File: src/hdl/keyed_account_table_with_history_assert.svh
// ---------------------------------------------------------------------------
// Assertion macros for the keyed account table.
// The macros assume a clock named clk and an active-low reset named rst_n.
// ---------------------------------------------------------------------------
`ifndef KEYED_ACCOUNT_TABLE_WITH_HISTORY_ASSERT_SVH
`define KEYED_ACCOUNT_TABLE_WITH_HISTORY_ASSERT_SVH

`ifndef SYNTHESIS
// Check that cons holds in the same cycle as ante.
`define KATH_ASSERT_SAME(label, ante, cons, msg) \
  label: assert property (@(posedge clk) disable iff (!rst_n) (ante) |-> (cons)) \
    else $error(msg);
// Check that cons holds in the cycle after ante.
`define KATH_ASSERT_NEXT(label, ante, cons, msg) \
  label: assert property (@(posedge clk) disable iff (!rst_n) (ante) |=> (cons)) \
    else $error(msg);
`else
`define KATH_ASSERT_SAME(label, ante, cons, msg)
`define KATH_ASSERT_NEXT(label, ante, cons, msg)
`endif

`endif

File: src/hdl/kath_ram.sv
`timescale 1ns / 1ps
`default_nettype none
// ---------------------------------------------------------------------------
// kath_ram
// Generic single-port-write, single-port-read RAM with registered read data.
// ---------------------------------------------------------------------------
module kath_ram #(
  parameter  int WIDTH  = 8,
  parameter  int DEPTH  = 16,
  localparam int ADDR_W = (DEPTH > 1) ? $clog2(DEPTH) : 1
) (
  input  wire logic              clk,
  input  wire logic              wr_en,
  input  wire logic [ADDR_W-1:0] wr_addr,
  input  wire logic [WIDTH-1:0]  wr_data,
  input  wire logic [ADDR_W-1:0] rd_addr,
  output logic      [WIDTH-1:0]  rd_data
);

  logic [WIDTH-1:0] mem [DEPTH];
  logic [WIDTH-1:0] rd_data_r;

  always_ff @(posedge clk) begin
    if (wr_en) begin
      mem[wr_addr] <= wr_data;
    end
    rd_data_r <= mem[rd_addr];
  end

  assign rd_data = rd_data_r;

endmodule : kath_ram
`default_nettype wire

File: config.mk
export PLATFORM = sky130hd
export DESIGN_NAME = kath_ram
export DESIGN_NICKNAME = d
export VERILOG_FILES = /design/src/hdl/keyed_account_table_with_history_assert.svh /design/src/hdl/kath_ram.sv
export SDC_FILE = /design/constraint.sdc
export NUM_CORES = 1
export LEC_CHECK = 0
export ABC_AREA = 1
export BUFFER_PORTS_ARGS = -buffer_cell sky130_fd_sc_hd__buf_4
export CAP_MARGIN = 20
export CORE_MARGIN = 8
export CORE_UTILIZATION = 40
export DETAILED_ROUTE_END_ITERATION = 16
export GPL_TIMING_DRIVEN = 0
export PLACE_DENSITY = 0.54
export SLEW_MARGIN = 10
export SYNTH_ARGS = -nofsm -noshare
export SYNTH_HDL_FRONTEND = slang
export SYNTH_SLANG_ARGS = --single-unit
File: constraint.sdc
create_clock -name clk -period 1.05 [get_ports clk]
set_input_delay 0.21 -clock clk [delete_from_list [all_inputs] [get_ports clk]]
set_output_delay 0.21 -clock clk [all_outputs]
set_load 0.01 [all_outputs]
; ---- After elaboration in Yosys (flattened, before gate mapping)
; Memories as Yosys holds them, arrays and structs flattened. A register that Yosys moved wholly into a read port is not among the register bits.
; Cells that the tools add are included.
[op_classes]
muxes = 2
[ops]
columns = operator, n
row1 = $mux W1, 2
[totals]
out_inout_bits = 8
input_bits = 18
mem_count = 1
register_bits = 0
elab_cells = 3
ram_bits = 128
[mem_list]
columns = memory, words, word_bits, read_ports, rd_clocked_by_memory_dff, write_ports, line_no
row1 = mem, 16, 8, 1, 1, 1, kath_ram.sv:20  ; logic [WIDTH-1:0] mem [DEPTH];

; ---- Logic depth before layout (Yosys ltp)
[logic_depth]
word_depth = 2
depth_mapped = 8
depth_no_buf = 7

; ---- Worst setup path after synthesis
; Ideal clock, no wire load.
[synth_path]
path_type = input -> register
from = input port wr_addr[3]
to = memory mem[4][0] (enable)
t_arrival_ns = 0.791
required_time_ns = 0.680
path_stages = 2
setup_slack_ns = -0.111
n_path_buf = 0
setup_ns = 0.370
cell_sequence = nand3b_1 nor2_1
[synth_rtl]
columns = item, line_no
row1 = from (decl), kath_ram.sv:14  ; input wire logic [ADDR_W-1:0] wr_addr,
row2 = to (decl), kath_ram.sv:20
; Straight into the memory's write port.

; ---- Worst setup path in the final report
[layout_path]
from = input port wr_addr[3]
to = memory mem[6][7] (enable)
; Straight into the memory's write port.

==> impl_metrics.tcl <==
set metrics [dict create \
    status "finished, violations left" \
    violations "setup timing" \
    route.detailed.wl_per_inst_um 18.1 \
    fin_cells 790 \
    fin_crit_ns 1.10 \
    synth_top_area_cell "edfxtp_1" \
    clock_latency_ns 0.42 \
    htree_num_levels 4 \
    finClkSkew_ns 0.00736 \
    crit_fanout 8 \
    hold_path_startpoint "wr_data[4]" \
    setup.worst_path.end_class "flip-flop" \
    wirelength_mm 14.3 \
    overflow 0 \
    antenna_left 0 \
    yosysWarnings 0 \
    antenna_found_initial 0 \
    post-route-util 0.491 \
    grt_max_degree 17 \
    hold_viol_final 0 \
    ys_seq_area_frac 0.694 \
    cpPeakStageDelay_ns 0.44 \
    core_region_area_um2 14300 \
    first_pass_iters 5 \
    r2r-start "mem[4][7]$_DFFE_PP_" \
    slowest_stage "nor2_4" \
    cts-buffers-inserted 17 \
    cts.sinks 136 \
    rsz0062_at_grt "yes" \
    synth.most_common_cell "nand2_1" \
    post-dp-hpwl_mm 9.53 \
    synth.top_cell.area_share 0.667 \
    vias_per_cell 4.83 \
    rows 44 \
    hold_path.class "input pin to flip-flop" \
    cp-start-kind "input pin" \
    crit_path_cell_trace "buf_6 -> nand3b_1 -> nor2_4" \
    die_x_um 136 \
    path_class "input pin to flip-flop" \
    worst_slack_ns -0.0491 \
    ff_latch_area_um2 4010 \
    placedCellCount 757 \
    synth.avg_cell_area_um2 10.5 \
    area_growth_pct 21.9 \
    setup_viol_count_final 19 \
    ys_top_cells_by_count "nand2_1, edfxtp_1, inv_1" \
    clock_path_buffers 2 \
    syn-instance-count 551 \
    fillCellCount 1324 \
    tightest_slew_ns 0.524 \
    multi_input_area_um2 1360 \
    fp.dieArea_um2 18500 \
    num_vias 3812 \
    tns_ns -0.555 \
    ioPinCount 26 \
    syn_area_um2 5770 \
    synth_edf_count 128 \
    crit_path_start "wr_addr[3]" \
    whs_ns 0.154 \
    yosysUniqueCellTypes 12 \
    drv_cap 0 \
    synthFlopType "edfxtp_1" \
    netlist_top_cells_area "edfxtp_1, nand2_1, nand3_1, inv_1, dfxtp_1" \
    relSlewSlack 0.649 \
    cp.required_ns 1.13 \
    fp.dieH_um 136 \
    async_reset_ff_frac 0 \
    syn-num-nets 569 \
    preCtsSetupSlack_ns -0.714 \
    clockRootBuffer "clkbuf_16" \
    path_clk_slew_ns 0.06 \
    grt_pass1_wl_mm 21.4 \
    yosys_register_bits 136 \
    nets 612 \
    post-route-drc-count 0 \
    slew_violations 0 \
    cp_data_arrival_time_ns 1.18 \
    p_leak_uw 0.00299 \
    port-buffer-count 22 \
    n_antenna_cell 0 \
    pwr_density_cell_nw_per_um2 1910 \
    ir_worst_vdd_mv 1.16 \
    initial_utilization 0.403 \
    grt_pass1_vias 3626 \
    grt.total_usage 0.160 \
    max_freq_mhz 910 \
    drive_gt1_frac 0.196 \
    cts_tree "yes" \
    drt_iter0_drc 370 \
    gp_congestion 0.838 \
    period_share 1.05 \
]
-- layer usage --
metal,wire (um),global-route usage,vias up
met3,1130,0.0366,20
met5,0,0,-
met4,295,0.0604,0
met2,6670,0.244,135
li1,-,-,1858
met1,6230,0.219,1799
-- critical path: cells and delay by family --
| family | cells | cell delay, ns |
|---|---|---|
| AND/OR/NAND/NOR | 2 | 0.87 |
| buffers and inverters | 1 | 0.10 |
-- final cells by class --
cell class,instances,area share
Tap cell,184,0.0327
Buffer,24,0.0237
Multi-Input combinational cell,289,0.194
Clock inverter,12,0.0287
Inverter,102,0.0545
Clock buffer,19,0.0616
Timing Repair Buffer,24,0.0340
Sequential cell,136,0.571
-- report_power, final --
part | internal [uW] | switching (uW)
combinational | 308 | 615
clock | 4200 | 2200
sequential | 6080 | 37.0
-- cells by family (layout without fill, tap and decap cells) --
group         after synthesis  in the layout  share of synthesized area
simple gates              289            289                      0.210
flops                     136            136                      0.694
buf+inv                   126            181                     0.0952
-- what timing repair did --
| item | CTS | global route |
|---|---|---|
| setup buffers | 0 | 2 |
| endpoints found under the setup margin | 88 | 70 |
| pin swaps | 0 | 3 |
| resized for setup | 21 | 29 |
| hold buffers | 0 | 0 |
-- metrics by stage --
stage	area, um2	power (uW)
floorplan	5780	6660
global placement	6180	7050
detailed placement	6180	7060
CTS	6870	13400
global route	7030	13800
finish	7030	13400
-- registers in the layout, indices dropped and copies added (netlist names) --
name     flops
mem        128
rd_data      8
-- cells in the final DEF, fill, tap and decap left out, drive strengths merged --
cell type  instances
nand2            173
nand3             97
edfxtp           128
inv              102
clkinv             5
clkinvlp           2
nand3b             2
clkbuf            19
bufinv             5
dfxtp              8
buf               48
nor2              17
-- final timing paths --
kind	to	slack [ns]	cells past startpoint
hold reg to reg	rd_data[5]$_DFF_P_	0.68	6
setup reg to reg	rd_data[7]$_DFF_P_	0.04	6
hold / removal	mem[3][4]$_DFFE_PP_	0.15	1
setup / recovery	mem[6][7]$_DFFE_PP_	-0.05	3
Note: power is estimated with default switching activity, not from simulation.
